## src/hdl/fptm_pkg.sv

```systemverilog
// Shared types, codes and descriptor constants of the page table manager.
package fptm_pkg;

    localparam int DEFAULT_NUM_TABLES = 16;
    localparam int ENTRIES_PER_TABLE  = 512;
    localparam int SLICE_W            = 9;
    localparam int ADDR_W             = 48;
    localparam int PAGE_W             = 36;   // address bits 47:12
    localparam int DESC_W             = 64;

    // commands
    localparam logic [1:0] CMD_MAP_BLOCK = 2'd0;
    localparam logic [1:0] CMD_MAP_PAGE  = 2'd1;
    localparam logic [1:0] CMD_UNMAP     = 2'd2;
    localparam logic [1:0] CMD_LOOKUP    = 2'd3;

    // walk levels
    localparam logic [1:0] LVL0 = 2'd0;
    localparam logic [1:0] LVL1 = 2'd1;
    localparam logic [1:0] LVL2 = 2'd2;
    localparam logic [1:0] LVL3 = 2'd3;

    // privilege levels of a 4 KB map
    localparam logic [1:0] PRIV_USER   = 2'd0;
    localparam logic [1:0] PRIV_KERNEL = 2'd1;
    localparam logic [1:0] PRIV_SHARED = 2'd2;

    // descriptor fields
    localparam logic [1:0] DESC_TABLE = 2'b11;
    localparam logic [1:0] DESC_BLOCK = 2'b01;
    localparam logic [1:0] SH_BLOCK   = 2'b11;
    localparam logic [1:0] SH_PAGE    = 2'b01;
    localparam logic [1:0] AP_USER    = 2'b01;
    localparam logic [1:0] AP_KERNEL  = 2'b00;
    localparam logic [1:0] AP_SHARED  = 2'b10;

    typedef enum logic [3:0] {
        ST_DONE           = 4'd0,
        ST_BLOCK_CONFLICT = 4'd1,
        ST_PAGE_MAPPED    = 4'd2,
        ST_NO_TABLES      = 4'd3,
        ST_L1_MISSING     = 4'd4,
        ST_L2_MISSING     = 4'd5,
        ST_L3_MISSING     = 4'd6,
        ST_BLOCK_FOUND    = 4'd7,
        ST_PAGE_MISSING   = 4'd8,
        ST_PAGE_FOUND     = 4'd9
    } t_status;

    // descriptor source for memory writes and for the result word
    typedef enum logic [2:0] {
        D_ZERO,
        D_TABLE,
        D_BLOCK,
        D_PAGE,
        D_ENTRY
    } t_dsel;

    typedef struct packed {
        logic    load;
        logic    clr_step;
        logic    rd;
        logic    wr;
        t_dsel   sel;
        logic    descend;
        logic    alloc;
        logic    finish;
        t_status fin_status;
        logic    fin_flush;
    } t_dp_cmd;

    typedef struct packed {
        logic [1:0] command;
        logic [1:0] level;
        logic       present;    // entry bit 0
        logic       is_table;   // entry bit 1
        logic       tvalid;     // entry points at a table inside the pool
        logic       pool_full;
        logic       clr_last;
    } t_dp_sts;

endpackage

```

## src/hdl/fptm_ctrl.sv

```systemverilog
// Controller: clearing pass, per-level walk sequencing and result handoff.
module fptm_ctrl import fptm_pkg::*; (
    input  logic    i_clk,
    input  logic    i_rst_n,
    input  logic    i_in_valid,
    output logic    o_in_ready,
    output logic    o_out_valid,
    input  logic    i_out_ready,
    input  t_dp_sts i_sts,
    output t_dp_cmd o_cmd
);

    typedef enum logic [2:0] {
        S_CLEAR,
        S_IDLE,
        S_READ,
        S_EVAL,
        S_LINK,
        S_WRITE,
        S_DONE
    } t_state;

    t_state  r_state,      n_state;
    logic    r_out_valid,  n_out_valid;
    t_status r_fin_status, n_fin_status;
    t_dsel   r_sel,        n_sel;
    logic    r_fin_flush,  n_fin_flush;

    logic is_map;

    assign is_map = (i_sts.command == CMD_MAP_BLOCK) || (i_sts.command == CMD_MAP_PAGE);

    always_comb begin
        n_state      = r_state;
        n_fin_status = r_fin_status;
        n_sel        = r_sel;
        n_fin_flush  = r_fin_flush;
        o_cmd        = '0;
        o_cmd.sel    = D_ZERO;

        case (r_state)
            S_CLEAR: begin
                o_cmd.clr_step = 1'b1;
                o_cmd.wr       = 1'b1;
                if (i_sts.clr_last) begin
                    n_state = S_IDLE;
                end
            end
            S_IDLE: begin
                if (i_in_valid) begin
                    o_cmd.load = 1'b1;
                    n_state    = S_READ;
                end
            end
            S_READ: begin
                o_cmd.rd = 1'b1;
                n_state  = S_EVAL;
            end
            S_EVAL: begin
                // default outcome: finish with no descriptor and no flush
                n_state      = S_DONE;
                n_sel        = D_ZERO;
                n_fin_flush  = 1'b0;
                n_fin_status = ST_DONE;
                if (is_map) begin
                    if (i_sts.level == LVL3) begin
                        if (i_sts.present) begin
                            n_fin_status = ST_PAGE_MAPPED;
                        end else begin
                            n_sel   = D_PAGE;
                            n_state = S_WRITE;
                        end
                    end else if (i_sts.level == LVL2 && i_sts.command == CMD_MAP_BLOCK) begin
                        n_sel   = D_BLOCK;
                        n_state = S_WRITE;
                    end else if (i_sts.level == LVL2 && i_sts.present && !i_sts.is_table) begin
                        n_fin_status = ST_BLOCK_CONFLICT;
                    end else if (i_sts.tvalid) begin
                        o_cmd.descend = 1'b1;
                        n_state       = S_READ;
                    end else if (i_sts.pool_full) begin
                        n_fin_status = ST_NO_TABLES;
                    end else begin
                        n_state = S_LINK;
                    end
                end else begin
                    case (i_sts.level)
                        LVL0: begin
                            if (i_sts.tvalid) begin
                                o_cmd.descend = 1'b1;
                                n_state       = S_READ;
                            end else begin
                                n_fin_status = ST_L1_MISSING;
                            end
                        end
                        LVL1: begin
                            if (i_sts.tvalid) begin
                                o_cmd.descend = 1'b1;
                                n_state       = S_READ;
                            end else begin
                                n_fin_status = ST_L2_MISSING;
                            end
                        end
                        LVL2: begin
                            if (!i_sts.present) begin
                                n_fin_status = ST_L3_MISSING;
                            end else if (!i_sts.is_table) begin
                                // 2 MB block at this level
                                if (i_sts.command == CMD_UNMAP) begin
                                    n_fin_flush = 1'b1;
                                    n_state     = S_WRITE;
                                end else begin
                                    n_fin_status = ST_BLOCK_FOUND;
                                    n_sel        = D_ENTRY;
                                end
                            end else if (i_sts.tvalid) begin
                                o_cmd.descend = 1'b1;
                                n_state       = S_READ;
                            end else begin
                                n_fin_status = ST_L3_MISSING;
                            end
                        end
                        default: begin
                            if (i_sts.command == CMD_UNMAP) begin
                                n_fin_flush = 1'b1;
                                n_state     = S_WRITE;
                            end else if (i_sts.present) begin
                                n_fin_status = ST_PAGE_FOUND;
                                n_sel        = D_ENTRY;
                            end else begin
                                n_fin_status = ST_PAGE_MISSING;
                            end
                        end
                    endcase
                end
            end
            S_LINK: begin
                // link a fresh table at the current slot, then read into it
                o_cmd.wr    = 1'b1;
                o_cmd.sel   = D_TABLE;
                o_cmd.alloc = 1'b1;
                n_state     = S_READ;
            end
            S_WRITE: begin
                o_cmd.wr  = 1'b1;
                o_cmd.sel = r_sel;
                n_state   = S_DONE;
            end
            S_DONE: begin
                if (!r_out_valid || i_out_ready) begin
                    o_cmd.finish     = 1'b1;
                    o_cmd.sel        = r_sel;
                    o_cmd.fin_status = r_fin_status;
                    o_cmd.fin_flush  = r_fin_flush;
                    n_state          = S_IDLE;
                end
            end
            default: begin
                n_state = S_IDLE;
            end
        endcase

        n_out_valid = (r_out_valid && !i_out_ready) || o_cmd.finish;
    end

    always_ff @(posedge i_clk) begin
        if (!i_rst_n) begin
            r_state      <= S_CLEAR;
            r_out_valid  <= 1'b0;
            r_fin_status <= ST_DONE;
            r_sel        <= D_ZERO;
            r_fin_flush  <= 1'b0;
        end else begin
            r_state      <= n_state;
            r_out_valid  <= n_out_valid;
            r_fin_status <= n_fin_status;
            r_sel        <= n_sel;
            r_fin_flush  <= n_fin_flush;
        end
    end

    assign o_in_ready  = (r_state == S_IDLE);
    assign o_out_valid = r_out_valid;

    a_no_overwrite: assert property (@(posedge i_clk) disable iff (!i_rst_n)
        o_cmd.finish |-> (!r_out_valid || i_out_ready))
        else $error("result word overwritten before it was taken");

    a_finish_shows: assert property (@(posedge i_clk) disable iff (!i_rst_n)
        o_cmd.finish |=> r_out_valid)
        else $error("finished result not presented");

    a_one_port_op: assert property (@(posedge i_clk) disable iff (!i_rst_n)
        !(o_cmd.rd && o_cmd.wr))
        else $error("table memory read and write in one cycle");

endmodule
```

## config.mk

```make
export PLATFORM = sky130hd
export DESIGN_NAME = fptm_ctrl
export DESIGN_NICKNAME = d
export VERILOG_FILES = /design/src/hdl/fptm_pkg.sv /design/src/hdl/fptm_ctrl.sv
export SDC_FILE = /design/constraint.sdc
export NUM_CORES = 1
export LEC_CHECK = 0
export BUFFER_PORTS_ARGS = -buffer_cell sky130_fd_sc_hd__buf_2
export CAP_MARGIN = 20
export CORE_MARGIN = 1
export CORE_UTILIZATION = 36
export DETAILED_ROUTE_END_ITERATION = 8
export HOLD_SLACK_MARGIN = 0.05
export PLACE_DENSITY = 0.64
export SYNTH_ARGS = -nofsm -noshare
export SYNTH_HDL_FRONTEND = slang
export SYNTH_SLANG_ARGS = --single-unit
```

## constraint.sdc

```tcl
create_clock -name i_clk -period 1.7 [get_ports i_clk]
set_input_delay 0.255 -clock i_clk [delete_from_list [all_inputs] [get_ports i_clk]]
set_output_delay 0.255 -clock i_clk [all_outputs]
set_load 0.05 [all_outputs]
```

Yosys cells after proc, flatten, opt, wreduce, memory -nomap -nowiden. Cells that the tools add are included.

Input port bits: 13. Register bits: 12. Logic and storage cells: 101. Output and inout port bits: 17.

Equality and inequality tests: 14. Reductions and logical operators: 16. Multiplexer cells: 66.

Operators with widths (number): 3-bit 2-to-1 mux (23); 3-bit case mux with 7 select lines (1); 2-bit 2-to-1 mux (10); 4-bit 2-to-1 mux (5); 1-bit 2-to-1 mux (19); 6-bit 2-to-1 mux (2); 3-bit case mux with 2 select lines (2); 4-bit case mux with 3 select lines (1); 3-bit == test (second input constant) (3); 3-bit case mux with 3 select lines (1); 2-bit == test (second input constant) (3); 3-bit by 2-bit == test with 1-bit output (second input constant) (2); 2-bit != test (second input constant) (3); 2-bit by 1-bit == test with 1-bit output (second input constant) (2); 1-bit logical AND (4); 2-bit logical NOT (2); 1-bit case mux with 2 select lines (2); 3-bit by 1-bit == test with 1-bit output (second input constant) (1); 1-bit logical NOT (3); 3-bit logical NOT (1); 1-bit logical OR (3); 3-bit AND reduction (1); 3-bit OR reduction (1); 2-bit OR reduction (1).

Logic depth before layout (Yosys ltp).
Depth in word-level cells: 8. Gate-level depth with buffers: 6.

Worst setup path before layout. Ideal clock, no wire load.

Path kind: register to output. Start: reg r_state[0]. End: out o_cmd[0] in the netlist's numbering. Buffers on the path: 0. Stages on the path, launching flop included: 5. Path slack: -333 ps. Data arrival time: 1778 ps. Cell sequence: dfxtp_1 -> nand2b_1 -> or2_2 -> nor2_2 -> and2_1.

RTL lines: from (decl) (RTL line fptm_ctrl.sv:23) `t_state r_state, n_state;`; from (signal assigned) (RTL line fptm_ctrl.sv:174) `r_state <= n_state;`; to (decl) (RTL line fptm_ctrl.sv:10) `output t_dp_cmd o_cmd`.

==> reports/results.txt <==
status -> complete, no violations
# DRC -> 0
post-synth cell types -> 39
number of synthesized flops with an enable pin -> 0
# hold bufs at CTS -> 0
Synth Warn # -> 0
Worst-path clk slew -> 0.08 ns
Critical Path Sink Type -> primary output
max-cap violation count -> 0
# diodes -> 0
CTS Buf Count -> 3
cell row count -> 17
sequential share of the synthesized area -> 27.4%
Area growth, synth to finish -> 37.2%
GRT Overall Usage -> 18.8%
Detail Placement HPWL -> 1.67 mm
H-tree Lvls -> 1
Multi-input gate area -> 611 um2
GPL Wtd Cong -> 0.901
clock root cell -> clkbuf_4
Area contributors post-synth -> dfxtp_1, o21ai_0, nand2_1, and2_1, and3_1
Highest Clock Rate -> 592 MHz
RSZ-0062 raised after global routing -> yes
pin count of the biggest net entering global routing -> 15
Pre-antenna DRT Iters -> 4
port buffer count -> 29
Worst Tran Pin Value -> 0.592 ns
peak supply drop -> 0.329 mV
Mapped Area -> 878 um2
post-placement cell area -> 1070 um2
gr ovfl total -> 0
die height -> 51.4 um
async set-reset flop share out of synthesis -> 0%
first-pass GRT wire length -> 3.78 mm
Max FO, Critical Path -> 6
initial core utilization -> 39.0%
worst min path class -> in -> reg
Power Dens Cells -> 648 nW/um2
layout cells sized above 1 -> 35.8%
die area -> 2640 um2
Filler cells -> 238
crit share post-route -> 99.4%
Hold WS -> 0.329 ns
Synth Net Count -> 135
post-synth top area share -> 27.4%
Final min period -> 1.69 ns
CTS tree -> built
Slew headroom -> 59.5%
final wirelength -> 2.26 mm
CP startpoint kind -> register
clk_lat worst skew -> 0.26 ns
final-stage net count -> 165
Req. time, crit path -> 1.44 ns
Via density -> 5.46
FF+latch area -> 244 um2
CP arrival -> 1.44 ns
syn avg cell area -> 7.20 um2
Final Hold Fails -> 0
Routed wire per std cell -> 12.6 um
Core Footprint -> 2250 um2
cell taking the most area after synthesis -> dfxtp_1
commonest non-fill, non-tap cells in the layout -> buf_2, nand2_1, o21ai_0
Setup Skew -> 0.00322 ns
Worst Setup Path Type -> reg -> out
Pleak -> 0.548 nW
antenna violations before repair -> 0
clock sinks -> 12
ys flop type -> dfxtp_1
clock buffer depth -> 2
Syn Inst Count -> 122
Vias -> 977
post-route cell area -> 1200 um2
initial drt markers -> 28
vias in the first global route -> 854
final setup violation count -> 0
commonest non-fill, non-tap cell in the layout -> buf_2
post-detailed-route count of antenna-violating nets -> 0
flops & latches, synth -> 12
setup bufs post-CTS -> 0
IO Pins -> 30
max-slew violations -> 0
Die X -> 51.4 um
[registers in the layout, indices dropped and copies added (netlist names)]
signal	cells
r_fin_flush	1
r_fin_status	4
o_out_valid	1
r_sel	3
r_state	3
[timing repair]
| action | CTS | global route |
|---|---|---|
| pin swaps | 4 | 4 |
| endpoints found under the setup margin | 10 | 10 |
| gates resized for setup | 26 | 7 |
[path summary, 6_finish.rpt]
kind                           startpoint                      endpoint  slack (ns)  cells past startpoint
hold / removal                    i_rst_n         r_sel[0]$_SDFFE_PN0P_        0.33                      2
setup reg to reg  r_state[2]$_SDFFE_PN0P_  r_fin_status[2]$_SDFFE_PN0P_        0.28                      4
hold reg to reg     r_sel[2]$_SDFFE_PN0P_         r_sel[2]$_SDFFE_PN0P_        0.46                      2
setup / recovery  r_state[0]$_SDFFE_PN0P_                      o_cmd[2]        0.01                      5
[per-stage QoR]
stage               TNS, ns  util [%]  std cells  power, mW  setup slack, ns
global route         -0.295      53.4        179      0.830          -0.0531
floorplan            -0.631         -        122      0.487           -0.168
detailed placement        0      47.4        175      0.549            0.141
finish                    0      53.4        179      0.781          0.00957
CTS                 -0.0603      52.6        179      0.782          -0.0163
global placement          0      47.4        175      0.546            0.180
[power by group]
| part | internal (mW) | switching [mW] | total [mW] |
|---|---|---|---|
| clock network | 0.130 | 0.0917 | 0.222 |
| registers | 0.292 | 0.00731 | 0.300 |
| logic | 0.0870 | 0.172 | 0.259 |
| total | 0.509 | 0.271 | 0.781 |
[area by class of cell]
cell class | instances | area share (%)
Clock buffer | 4 | 3.01
Inverter | 4 | 1.25
Multi-Input combinational cell | 96 | 50.7
Sequential cell | 12 | 20.2
Tap cell | 28 | 2.91
Timing Repair Buffer | 35 | 21.9
[cells by family (layout without fill, tap and decap cells)]
group                  Yosys count  after routing  synth area share (%)
AO/OA/AOI/OAI                   37             37                  27.9
buffers and inverters           14             43                  7.83
flip-flops                      12             12                  27.4
AND/OR/NAND/NOR                 58             58                  35.8
multiplexers                     1              1                  1.14
[layer usage]
layer | vias to the layer above | GRT usage [%] | routed length, um
li1 | 495 | - | -
met4 | 0 | 6.76 | 15
met1 | 448 | 24.0 | 1040
met2 | 32 | 31.8 | 1090
met5 | - | 0 | 0
met3 | 2 | 2.68 | 109
[synth_stat cells, drive strengths merged (2+ instances only)]
library cell / instances
buf: 7
nor3: 6
and2: 7
inv: 4
nor2: 8
clkbuf: 3
nand2: 12
nor2b: 5
o31ai: 2
a21boi: 3
and3: 6
nand2b: 6
dfxtp: 12
o21a: 3
nand3b: 2
a21oi: 6
o21ai: 11
a31o: 2
[worst max-delay path, stage by stage (launching register included)]
cell      delay, ns
dfxtp_2        0.33
nand2b_4       0.13
or2_4          0.24
nor2_4         0.15
and2_4         0.18
buf_8          0.14
(Power assumes the default switching activity.)
